$ cat config.mk
export PLATFORM = sky130hd
export DESIGN_NAME = lrk4_ctrl
export DESIGN_NICKNAME = d
export VERILOG_FILES = /design/src/rtl/lrk4_pkg.sv /design/src/rtl/lrk4_ctrl.sv
export SDC_FILE = /design/constraint.sdc
export NUM_CORES = 1
export LEC_CHECK = 0
export ABC_CLOCK_PERIOD_IN_PS = 2400
export BUFFER_PORTS_ARGS = -buffer_cell sky130_fd_sc_hd__buf_4
export CAP_MARGIN = 20
export CORE_ASPECT_RATIO = 1.75
export CORE_MARGIN = 1
export CORE_UTILIZATION = 35
export CTS_CLUSTER_DIAMETER = 60
export DETAILED_ROUTE_END_ITERATION = 10
export GPL_TIMING_DRIVEN = 0
export PLACE_DENSITY = 0.56
export SYNTH_ARGS = -nofsm -noshare
export SYNTH_HDL_FRONTEND = slang
export SYNTH_SLANG_ARGS = --single-unit
$ cat constraint.sdc
create_clock -name clk -period 2.4 [get_ports clk]
set_clock_uncertainty 0.05 [all_clocks]
set_input_delay 0.12 -clock clk [delete_from_list [all_inputs] [get_ports clk]]
set_output_delay 0.12 -clock clk [all_outputs]
set_load 0.1 [all_outputs]
$ cat src/rtl/lrk4_pkg.sv
// shared types, constants and arithmetic helpers for the lorenz rk4 integrator
// no dependencies
package lrk4_pkg;

	localparam int FRAC_BITS = 16;
	localparam int NUM_REGS = 7;
	localparam int IDX_W = 3;

	localparam logic [IDX_W-1:0] REG_SIGMA = 3'd0;
	localparam logic [IDX_W-1:0] REG_RHO = 3'd1;
	localparam logic [IDX_W-1:0] REG_BETA = 3'd2;
	localparam logic [IDX_W-1:0] REG_DT = 3'd3;
	localparam logic [IDX_W-1:0] REG_SX = 3'd4;
	localparam logic [IDX_W-1:0] REG_SY = 3'd5;
	localparam logic [IDX_W-1:0] REG_SZ = 3'd6;

	localparam logic signed [31:0] MAX32 = 32'sh7fffffff;
	localparam logic signed [31:0] MIN32 = 32'sh80000000;

	// floor((s+3)/6): bias by 3 + 6*2^32 to go positive, halve, then divide by
	// three as a*(2^18-1)/3 + (a+b)/3 with u = a*2^18 + b
	localparam logic [35:0] DIV_BIAS = 36'd25769803779;
	localparam logic [16:0] RECIP3_HI = 17'd87381;
	localparam logic [17:0] RECIP3_LO = 18'd174763;

	// datapath operations, one per controller step
	typedef enum logic [3:0] {
		OP_NONE,
		OP_LOAD,   // load start position
		OP_STAGE,  // copy p into stage point, clear sums
		OP_DIFF,   // form y-x and rho-z
		OP_MDX,    // k.x = sigma*(y-x)
		OP_MDY,    // k.y = x*(rho-z) - y
		OP_MXY,    // t = x*y
		OP_MDZ,    // k.z = t - beta*z
		OP_ACC,    // accumulate k with weight
		OP_MSTG,   // stage point component = p + dt*k/(1 or 2)
		OP_DIVA,   // first half of avg = round(sum/6)
		OP_DIVB,   // second half of avg = round(sum/6)
		OP_UPD     // p component += dt*avg
	} op_t;

	typedef struct packed {
		op_t        op;
		logic [1:0] comp;   // component 0..2
		logic       half;   // shift FRAC_BITS+1
		logic       dbl;    // accumulate twice k
	} cmd_t;

	function automatic logic signed [31:0] sat32(input logic signed [65:0] v);
		if (v > 66'(signed'(MAX32))) return MAX32;
		if (v < 66'(signed'(MIN32))) return MIN32;
		return v[31:0];
	endfunction

endpackage

$ cat src/rtl/lrk4_ctrl.sv
// controller: sequences one rk4 step as a fixed list of datapath commands
// depends on lrk4_pkg
module lrk4_ctrl (
	input  logic clk,
	input  logic arst_n,
	input  logic start,
	input  logic restart,
	input  logic out_free,
	output logic busy,
	output logic done,
	output lrk4_pkg::cmd_t cmd
);
	import lrk4_pkg::*;

	typedef enum logic [3:0] {
		ST_IDLE = 4'b0001,
		ST_RUN  = 4'b0010,
		ST_LOAD = 4'b0100,
		ST_DONE = 4'b1000
	} state_t;

	state_t state_q;
	logic [6:0] step_q;
	logic [1:0] ev_q;   // evaluation number 0..3
	logic last;

	// per evaluation: DIFF,MDX,MDY,MXY,MDZ, then 3x(ACC, MSTG) = 11 steps
	// final: 3x(DIVA,DIVB,UPD) = 9 steps
	always_comb begin
		cmd = '{op: OP_NONE, comp: 2'd0, half: 1'b0, dbl: 1'b0};
		last = 1'b0;
		if (state_q == ST_LOAD) cmd.op = OP_LOAD;
		if (state_q == ST_RUN) begin
			if (ev_q == 2'd0 && step_q == 7'd0) cmd.op = OP_STAGE;
			else begin
				case (step_q)
					7'd1: cmd.op = OP_DIFF;
					7'd2: cmd.op = OP_MDX;
					7'd3: cmd.op = OP_MDY;
					7'd4: cmd.op = OP_MXY;
					7'd5: cmd.op = OP_MDZ;
					7'd6, 7'd8, 7'd10: begin
						cmd.op = OP_ACC;
						cmd.comp = 2'((step_q - 7'd6) >> 1);
						cmd.dbl = (ev_q == 2'd1) || (ev_q == 2'd2);
					end
					7'd7, 7'd9, 7'd11: begin
						cmd.op = (ev_q == 2'd3) ? OP_NONE : OP_MSTG;
						cmd.comp = 2'((step_q - 7'd7) >> 1);
						cmd.half = (ev_q != 2'd2);
					end
					7'd12: begin cmd.op = OP_DIVA; cmd.comp = 2'd0; end
					7'd13: begin cmd.op = OP_DIVB; cmd.comp = 2'd0; end
					7'd14: begin cmd.op = OP_UPD; cmd.comp = 2'd0; end
					7'd15: begin cmd.op = OP_DIVA; cmd.comp = 2'd1; end
					7'd16: begin cmd.op = OP_DIVB; cmd.comp = 2'd1; end
					7'd17: begin cmd.op = OP_UPD; cmd.comp = 2'd1; end
					7'd18: begin cmd.op = OP_DIVA; cmd.comp = 2'd2; end
					7'd19: begin cmd.op = OP_DIVB; cmd.comp = 2'd2; end
					7'd20: begin
						cmd.op = OP_UPD;
						cmd.comp = 2'd2;
						last = 1'b1;
					end
					default: cmd.op = OP_NONE;
				endcase
			end
		end
	end

	always_ff @(posedge clk or negedge arst_n) begin
		if (!arst_n) begin
			state_q <= ST_IDLE;
			step_q <= '0;
			ev_q <= '0;
		end else begin
			case (state_q)
				ST_IDLE: if (start) begin
					state_q <= restart ? ST_LOAD : ST_RUN;
					step_q <= '0;
					ev_q <= '0;
				end
				ST_LOAD: state_q <= ST_DONE;
				ST_RUN: begin
					if (last) state_q <= ST_DONE;
					else if (step_q == 7'd11 && ev_q != 2'd3) begin
						step_q <= 7'd1;
						ev_q <= ev_q + 2'd1;
					end else step_q <= step_q + 7'd1;
				end
				ST_DONE: if (out_free) state_q <= ST_IDLE;
				default: state_q <= ST_IDLE;
			endcase
		end
	end

	assign busy = (state_q != ST_IDLE);
	assign done = (state_q == ST_DONE) && out_free;

	a_onehot: assert property (@(posedge clk) disable iff (!arst_n) $onehot(state_q))
		else $error("state not one-hot");
	a_load: assert property (@(posedge clk) disable iff (!arst_n)
		state_q == ST_LOAD |=> state_q == ST_DONE) else $error("load did not finish");
	a_ev: assert property (@(posedge clk) disable iff (!arst_n)
		(state_q == ST_RUN && last) |-> ev_q == 2'd3) else $error("early finish");
endmodule

==> summary.md, run 1 <==
| Metric | Value |
|---|---|
| Worst VDD drop | `around 0.44 mV` |
| Maximum capacitance violations | `0` |
| Register-to-Register Setup Slack | `between 0.3 and 0.4 ns` |
| Core area | `3210 um2` |
| Initial DRT Pass Iterations | `4` |
| Initial Util | `0.373` |
| Synthesized Nets | `between 150 and 200` |
| Die W | `46.2 um` |
| Port-buffer cells | `14` |
| Worst Reg-to-Reg Cells | `5` |
| Met1 Wirelength | `1270 um` |
| # setup viols final | `0` |
| WS Path Type | `flop to output pin` |
| Status | `finished, final reports clean` |
| Most used DFF post-synth | `dfrtp_1` |
| Area contributors post-synth | `dfrtp_1, ha_1, a21oi_1, inv_1, nand2_1` |
| Drt total wl | `approximately 3500 um` |
| PwrDens | `677 nW/um2` |
| Mean Syn Cell Area | `approximately 8.6 um2` |
| Worst slew pin tran | `~0.63 ns` |
| H-tree Lvls | `1` |
| Commonest cells after routing, fill and taps aside | `buf_4, a21oi_1, dfrtp_1` |
| Yosys top cell area share | `0.251` |
| Clock Latency Late Sink | `around 0.25 ns` |
| Reg-to-reg startpoint | `step_q[5]$_DFFE_PN0P_` |
| Vias in the first global route | `1159` |
| Share of layout cells above drive strength 1 | `0.364` |
| Distinct cells, synth | `55` |
| Die height | `79.4 um` |
| GRT Total Usage | `0.194` |
| Final nets | `between 150 and 200` |
| Post-synth top area cell | `dfrtp_1` |
| Crit Path Max Fanout | `12` |
| Diode count | `0` |
| Worst EP arrival | `2.16 ns` |
| Antenna violations before repair | `0` |
| Hold Path Class | `primary input to flop` |
| Fin crit share | `0.973` |
| Clock sink count | `13` |
| Flops & latches, synth | `13` |
| Post-DR vias/cell | `6.00` |
| Ys Warns | `0` |
| Root Buffer | `clkbuf_8` |
| Reg clk slew, reported paths | `around 0.050 ns` |
| Worst rel slew slack | `0.577` |
| Max Buffers Root-to-Sink | `2` |
| Area delta synth->final | `33.1%` |
| Sequential area share after synthesis | `0.272` |
| Met3 routed WL | `around 160 um` |
| DRC Markers | `0` |
| Layout Utilization | `0.497` |
| Pin count of the biggest net entering global routing | `14` |
| FFs w/ async S/R, synth | `1.00` |
| Post-synth EDFFs | `0` |
| DP HPWL | `roughly 2600 um` |
| Worst Path Required | `about 2.2 ns` |
| # rows | `27` |
| Crit path launch | `state_q[3]$_DFFE_PN0P_` |
| First-pass GRT wire length | `roughly 5400 um` |
| Fmax | `about 430 MHz` |
| P_leak | `roughly 0.64 nW` |
| Met2 WL post-DR | `between 1500 and 2000 um` |
| CTS Buf Count | `3` |
| CTS tree | `done` |
| Post-Synthesis Cells | `around 140` |
| Commonest non-fill, non-tap cell in the layout | `buf_4` |
| Die area | `roughly 3700 um2` |
| Final Hold Vio Count | `0` |
| Post-route ant nets | `0` |
| Fin. max-slew vios | `0` |
| Final Power | `1.08 mW` |
| Final RePlAce weighted congestion | `between 0.9 and 1` |
| Worst r2r dst | `step_q[6]$_DFFE_PN0P_` |
| Top Metal Used | `met4` |
| Critical path endpoint category | `output pin` |
| Num ports | `15` |
| GRT overflow | `0` |
| Netlist Area Pre-Place | `approximately 1200 um2` |
| Startpoint types | `flop` |
| Via count | `1229` |
| Routed WL per cell | `around 17 um` |
| Tmin final | `between 2 and 2.5 ns` |
| 1st-iter DRT viols | `32` |
| Critical path capture point | `cmd[1]` |
area by class of cell:
| type | count | area, um2 |
|---|---|---|
| Multi-Input combinational cell | 110 | 920 |
| Timing Repair Buffer | 22 | 193 |
| Clock buffer | 4 | 45.0 |
| Tap cell | 43 | 53.8 |
| Inverter | 8 | 30.0 |
| Buffer | 5 | 23.8 |
| Fill cell | 312 | 1610 |
| Sequential cell | 13 | 330 |
critical path, stage by stage, from the launching register on:
cell and delay, ns:
dfrtp_2 0.43, or4b_4 0.67, a41o_4 0.33, nor4b_4 0.23, buf_6 0.26
how the worst min path moves through the flow:
stage | slack [ns] | from | end | cells past startpoint
after floorplan | -0.23 | arst_n | ev_q[0]$_DFFE_PN0P_ | 0
after global placement | -0.07 | arst_n | ev_q[0]$_DFFE_PN0P_ | 1
after detailed placement | -0.07 | arst_n | ev_q[0]$_DFFE_PN0P_ | 1
after CTS | 0.006 | restart | state_q[1]$_DFFE_PN0P_ | 2
after global routing | 0.004 | restart | state_q[1]$_DFFE_PN0P_ | 2
final | 0.01 | restart | state_q[1]$_DFFE_PN0P_ | 2
registers in the layout, summed over array words and instances, names as in the netlist:
| register | flops |
|---|---|
| step_q | 7 |
| state_q | 4 |
| ev_q | 2 |
power breakdown:
group | leakage, nW | switching (mW) | internal, mW
registers | 0.172 | 0.0582 | 0.261
logic | 0.449 | 0.377 | 0.187
clock network | 0.0228 | 0.0810 | 0.117
total | 0.643 | 0.516 | 0.565
through the flow:
step	std cells	area, um2	hold WS [ns]	setup TNS [ns]	setup WS (ns)
4_1_cts	202	1530	0.00605	0	0.00412
2_1_floorplan	139	1260	-0.226	-0.968	-0.348
3_3_place_gp	196	1420	-0.0749	-0.0415	-0.0414
3_5_place_dp	196	1420	-0.0740	-0.119	-0.0871
5_1_grt	205	1600	0.00366	-0.00346	-0.00346
6_report	205	1600	0.0114	0	0.0656
kinds of logic after synthesis:
logic type               after synthesis  synth area share
AND/OR/NAND/NOR                       49             0.248
AO/OA/AOI/OAI                         48             0.295
buffers and inverters                 16            0.0574
flip-flops                            13             0.272
adder cells (fa/ha/maj)                9            0.0939
XOR/XNOR                               2            0.0146
multiplexers                           2            0.0177
metal layers:
layer  up-vias  track usage
li1        570            -
met2        51        0.349
met1       597        0.215
met5         -            0
met3        11       0.0249
met4         0       0.0765
synthesized netlist by cell type (all sizes together) (2+ instances only):
library cell	n
o21ai	8
o211ai	2
a31oi	3
dfrtp	12
or3b	2
nand2b	2
nor3	4
nand4	2
a21o	2
a221o	2
buf	2
inv	8
nor2	8
nor2b	2
o21a	2
nand2	8
and3	3
a21oi	12
and2	2
a22o	2
nand3	4
a41oi	2
nor4b	2
nand3b	3
ha	9
or3	2
or2	2
clkbuf	6
what timing repair did:
action                                 4_1_cts  5_1_grt
setup endpoints to repair                    8        8
setup buffers                                2        4
endpoints found under the hold margin       14        0
hold buffers                                 2        0
gates resized for setup                     13       15
pin swaps                                    1        4
Note: power is estimated with default switching activity, not from simulation.
==> run 2: changes to the inputs <==
- CORE_ASPECT_RATIO: 1.75 -> 1.2
==> summary.md, run 2 (same netlist as run 1, synthesis figures left out) <==
| Metric | Value |
|---|---|
| Reg with most FFs | `step_q` |
| Top Metal Used | `met4` |
| Met2 WL post-DR | `1690 um (-15%)` |
| Commonest non-fill, non-tap cell in the layout | `buf_4` |
| Fin. max-slew vios | `0 (unchanged)` |
| CTS Buf Count | `3 (unchanged)` |
| Worst r2r dst | `step_q[6]$_DFFE_PN0P_` |
| FILL cells | `292 (-6.4%)` |
| Clock power share | `0.128 (-0.055)` |
| Met1 Wirelength | `1560 um (+22%)` |
| Worst slew pin tran | `0.482 ns (-0.150 ns)` |
| GRT Total Usage | `0.192 (-0.00252)` |
| Switching Fraction | `0.485 (+0.00792)` |
| Worst Reg-to-Reg Cells | `4 (-1)` |
| Antenna violations before repair | `0 (unchanged)` |
| 1st-iter DRT viols | `38 (+19%)` |
| Commonest cells after routing, fill and taps aside | `buf_4, a21oi_1, nor2_1` |
| Worst VDD drop | `0.733 mV (+66%)` |
| Pin count of the biggest net entering global routing | `14 (unchanged)` |
| First-pass GRT wire length | `5540 um (+3.5%)` |
| Worst Path Required | `2.23 ns (about the same)` |
| Clock sink count | `13 (unchanged)` |
| Post-route ant nets | `0 (unchanged)` |
| Die W | `55.4 um (+20%)` |
| Final RePlAce weighted congestion | `0.866 (-4.5%)` |
| Crit Path Max Fanout | `7 (-5)` |
| Initial Util | `0.379 (+0.00517)` |
| Core area | `3170 um2 (-1.4%)` |
| Clock Latency Late Sink | `0.28 ns (+0.03 ns)` |
| Met3 routed WL | `177 um (+12%)` |
| Hold Path Class | `primary input to asynchronous set/reset pin` |
| H-tree Lvls | `1 (unchanged)` |
| Initial DRT Pass Iterations | `4 (unchanged)` |
| Biggest regs | `step_q: 7 flops, state_q: 4 flops, ev_q: 2 flops` |
| DP HPWL | `2410 um (-7.4%)` |
| Internal Power | `575 uW (+1.7%)` |
| GRT overflow | `0 (unchanged)` |
| Die area | `3660 um2 (-0.22%)` |
| Final Hold Vio Count | `0 (unchanged)` |
| # rows | `22 (-19%)` |
| Number of flip-flops in the largest register | `7 (unchanged)` |
| Max Buffers Root-to-Sink | `2 (unchanged)` |
| Num ports | `15 (unchanged)` |
| Die height | `66.1 um (-17%)` |
| Worst EP arrival | `2.16 ns (about the same)` |
| Worst rel slew slack | `0.678 (+0.101)` |
| Share of total power in combinational logic | `0.589 (+0.068)` |
| DRC Markers | `0 (unchanged)` |
| Final nets | `180 (+1.7%)` |
| Fin crit share | `0.969 (-0.00366)` |
| Psw | `541 uW (+5.0%)` |
| Vias in the first global route | `1087 (-6.2%)` |
| Startpoint types | `flop` |
| Post-DR vias/cell | `6.24 (+4.1%)` |
| Via count | `1255 (+2.1%)` |
| # setup viols final | `0 (unchanged)` |
| Root Buffer | `clkbuf_4` |
| Drt total wl | `3440 um (-1.4%)` |
| Tmin final | `2.33 ns (-0.00879 ns)` |
| CTS tree | `done` |
| Layout Utilization | `0.528 (+0.0310)` |
| Register-to-Register Setup Slack | `0.36 ns (+0.04 ns)` |
| Placed inst area | `1410 um2 (-0.62%)` |
| WS Path Type | `flop to output pin` |
| Share of layout cells above drive strength 1 | `0.412 (+0.0479)` |
| Routed WL per cell | `17.1 um (+0.56%)` |
| Maximum capacitance violations | `0 (unchanged)` |
| PwrDens | `668 nW/um2 (-1.5%)` |
| P_leak | `0.662 nW (+3.0%)` |
| Register share of total power | `0.283 (-0.012)` |
| Fmax | `430 MHz (+0.38%)` |
| Final Power | `1.12 mW (+3.3%)` |
| Diode count | `0 (unchanged)` |
| Port-buffer cells | `14 (unchanged)` |
| Reg clk slew, reported paths | `0.09 ns (+0.04 ns)` |
| Critical path endpoint category | `output pin` |
| Area delta synth->final | `39.5%` |
| Status | `finished, final reports clean` |
| Design Area, Final | `1670 um2 (+4.8%)` |
| Reg-to-reg startpoint | `state_q[0]$_DFFE_PN1P_` |
==> run 2: through the flow <==
stage          instances  worst slack (ns)   TNS (ns)  hold WS (ns)
6_report             201            0.0744          0         0.157
3_5_place_dp         189           -0.0687    -0.0687       -0.0716
5_1_grt              201         -0.000458  -0.000458         0.165
4_1_cts              195           0.00354          0         0.159
3_3_place_gp         189           -0.0941    -0.0941       -0.0761
2_1_floorplan        139            -0.348     -0.968        -0.226
==> run 2: layer usage <==
| metal | global-route usage | vias to the layer above |
|---|---|---|
| met5 | 0 | - |
| met4 | 0.0375 | 0 |
| met3 | 0.0313 | 2 |
| met2 | 0.318 | 55 |
| met1 | 0.263 | 619 |
| li1 | - | 579 |
==> run 2: what timing repair did <==
action                     in CTS  in global routing
setup endpoints to repair       8                  8
hold endpoints to repair       15                  0
setup buffers                   1                  7
hold buffers                    3                  0
pin swaps                       3                  3
gates cloned                    0                  0
resized for setup              20                 26
==> run 2: critical path, stage by stage (launching register included) <==
cell and delay (ns):
dfrtp_2 0.42, inv_2 0.09, ha_4 0.19, or2_2 0.27
a22o_2 0.26, a311oi_2 0.36, a21oi_4 0.10, buf_8 0.18
==> run 2: worst max path at each step <==
stage / depth (start not counted) / to / startpoint / slack, ns
after global routing: 6 / cmd[2] / step_q[0]$_DFFE_PN0P_ / -0.0005
after global placement: 8 / cmd[7] / step_q[0]$_DFFE_PN0P_ / -0.09
after CTS: 6 / cmd[7] / step_q[2]$_DFFE_PN0P_ / 0.004
final: 7 / cmd[2] / step_q[1]$_DFFE_PN0P_ / 0.07
after detailed placement: 8 / cmd[7] / step_q[0]$_DFFE_PN0P_ / -0.07
after floorplan: 5 / cmd[0] / state_q[3]$_DFFE_PN0P_ / -0.35
==> run 2: power by group through the flow <==
stage                     combinational (mW)  sequential (mW)  clock [mW]
after global routing                   0.706            0.323       0.160
final                                  0.657            0.316       0.143
after global placement                 0.510            0.317           0
after floorplan                        0.407            0.305           0
after detailed placement               0.512            0.321           0
after CTS                              0.537            0.315       0.149
==> run 2: final cells by class <==
| type | count | area (um2) | area share |
|---|---|---|---|
| plain buffers | 5 | 25.0 | 0.0150 |
| clock buffers | 4 | 26.3 | 0.0157 |
| inverters | 8 | 30.0 | 0.0180 |
| multi-input cells | 110 | 978 | 0.585 |
| flip-flops and latches | 13 | 333 | 0.199 |
| well taps | 36 | 45.0 | 0.0269 |
| repair buffers | 25 | 234 | 0.140 |
==> run 3: changes to the inputs <==
- CORE_MARGIN: 1 -> 3
==> summary.md, run 3 (same netlist as run 1, synthesis figures left out) <==
| Metric | Value |
|---|---|
| Status | `finished, final reports clean` |
| Commonest cells after routing, fill and taps aside | `buf_4, a21oi_1, dfrtp_1` |
| Vias in the first global route | `1152 (+6.0%)` |
| Root Buffer | `clkbuf_4` |
| Reg clk slew, reported paths | `0.08 ns (about the same)` |
| Initial Util | `0.379 (unchanged)` |
| Reg with most FFs | `step_q` |
| P_leak | `0.672 nW (+1.5%)` |
| Layout Cells excl Fill | `202 (+0.50%)` |
| PwrDens | `644 nW/um2 (-3.5%)` |
| Fin. max-slew vios | `0 (unchanged)` |
| Fin crit share | `0.965 (-0.00427)` |
| Final Hold Vio Count | `0 (unchanged)` |
| Die height | `70.1 um (+6.1%)` |
| H-tree Lvls | `1 (unchanged)` |
| Area delta synth->final | `38.3%` |
| Post-DR vias/cell | `6.06 (-2.9%)` |
| Antenna violations before repair | `0 (unchanged)` |
| Share of layout cells above drive strength 1 | `0.398 (-0.0145)` |
| Final nets | `181 (+0.56%)` |
| Number of flip-flops in the largest register | `7 (unchanged)` |
| Die area | `4170 um2 (+14%)` |
| Worst slew pin tran | `0.567 ns (+0.0846 ns)` |
| CTS tree | `done` |
| Commonest non-fill, non-tap cell in the layout | `buf_4` |
| Final Power | `1.07 mW (-4.3%)` |
| Port-buffer cells | `14 (unchanged)` |
| 1st-iter DRT viols | `65 (+71%)` |
| Startpoint types | `flop` |
| Final RePlAce weighted congestion | `0.918 (+6.1%)` |
| Cell Count Post-Placement | `189 (unchanged)` |
| Clock Latency Late Sink | `0.28 ns (about the same)` |
| Biggest regs | `step_q: 7 flops, state_q: 4 flops, ev_q: 2 flops` |
| Crit path launch | `step_q[1]$_DFFE_PN0P_` |
| Via count | `1225 (-2.4%)` |
| Routed WL per cell | `16.4 um (-3.9%)` |
| Clock sink count | `13 (unchanged)` |
| Worst VDD drop | `0.692 mV (-5.5%)` |
| Tmin final | `2.32 ns (-0.0102 ns)` |
| # setup viols final | `0 (unchanged)` |
| Num ports | `15 (unchanged)` |
| Fmax | `432 MHz (+0.44%)` |
| Worst Path Required | `2.23 ns (about the same)` |
| Reg-to-reg startpoint | `step_q[5]$_DFFE_PN0P_` |
| Max Buffers Root-to-Sink | `2 (unchanged)` |
| Maximum capacitance violations | `0 (unchanged)` |
| DRC Markers | `0 (unchanged)` |
| Layout Utilization | `0.524 (-0.00435)` |
| GRT overflow | `0 (unchanged)` |
| Worst rel slew slack | `0.620 (-0.0576)` |
| Die W | `59.4 um (+7.2%)` |
| DP HPWL | `2410 um (about the same)` |
| First-pass GRT wire length | `5410 um (-2.4%)` |
| WS Path Type | `flop to output pin` |
| GRT Total Usage | `0.164 (-0.0274)` |
| Worst EP arrival | `2.15 ns (about the same)` |
| # rows | `22 (unchanged)` |
| Drt total wl | `3320 um (-3.4%)` |
| Initial DRT Pass Iterations | `4 (unchanged)` |
| DP Worst Slack | `-0.0869 ns (-0.0182 ns)` |
| Core area | `3170 um2 (unchanged)` |
| CTS Buf Count | `3 (unchanged)` |
| Final setup margin | `0.0847 ns (+0.0102 ns)` |
| Diode count | `0 (unchanged)` |
| Post-route ant nets | `0 (unchanged)` |
| Crit Path Max Fanout | `4 (-3)` |
| Hold Path Class | `primary input to asynchronous set/reset pin` |
| Critical path endpoint category | `output pin` |
| Pin count of the biggest net entering global routing | `14 (unchanged)` |
[run 3: per-layer routing]
| metal | part of all wire | track usage | up-vias |
|---|---|---|---|
| li1 | - | - | 587 |
| met1 | 0.42 | 0.202 | 592 |
| met2 | 0.52 | 0.289 | 42 |
| met3 | 0.055 | 0.0444 | 4 |
| met4 | 0.0072 | 0.0126 | 0 |
| met5 | 0 | 0 | - |
[run 3: final timing paths]
kind,depth (start not counted),end,slack (ns)
worst min-delay path,2,ev_q[1]$_DFFE_PN0P_,0.16
max in group asynchronous,2,state_q[0]$_DFFE_PN1P_,1.90
worst max-delay path,7,cmd[2],0.08
min in group clk,4,state_q[3]$_DFFE_PN0P_,0.18
worst min register to register,1,ev_q[0]$_DFFE_PN0P_,0.50
worst max register to register,5,step_q[6]$_DFFE_PN0P_,0.35
[run 3: final cells by class]
cell class	instances	area (um2)
inverter	8	30.0
clock buffer	4	26.3
fill	293	1510
multi-input combinational	110	963
timing repair buffer	26	238
sequential	13	330
buffer	5	25.0
tap	36	45.0
[run 3: metrics by stage]
step	instance area [um2]	hold slack [ns]	TNS, ns
2_1_floorplan	1260	-0.226	-0.968
3_3_place_gp	1410	-0.0754	-0.103
3_5_place_dp	1410	-0.0726	-0.0924
4_1_cts	1530	0.169	0
5_1_grt	1660	0.169	-0.0152
6_report	1660	0.162	0
[run 3: power by group]
| group | switching (mW) | internal, mW | leakage [nW] |
|---|---|---|---|
| sequential | 0.0649 | 0.260 | 0.172 |
| combinational | 0.382 | 0.223 | 0.486 |
| clock | 0.0730 | 0.0645 | 0.0150 |
[run 3: worst max-delay path, stage by stage (launching register included)]
cell	delay (ns)
dfrtp_1	0.39
buf_4	0.15
ha_4	0.16
or2_2	0.30
a22o_4	0.25
a311oi_4	0.33
a21oi_4	0.11
buf_12	0.17
[run 3: timing repair]
item                                   CTS  global route
hold buffers                             3             0
resized for setup                       16            24
setup endpoints to repair                8             8
buffers inserted                         3             6
endpoints found under the hold margin   15             0
pin swaps                                2             4
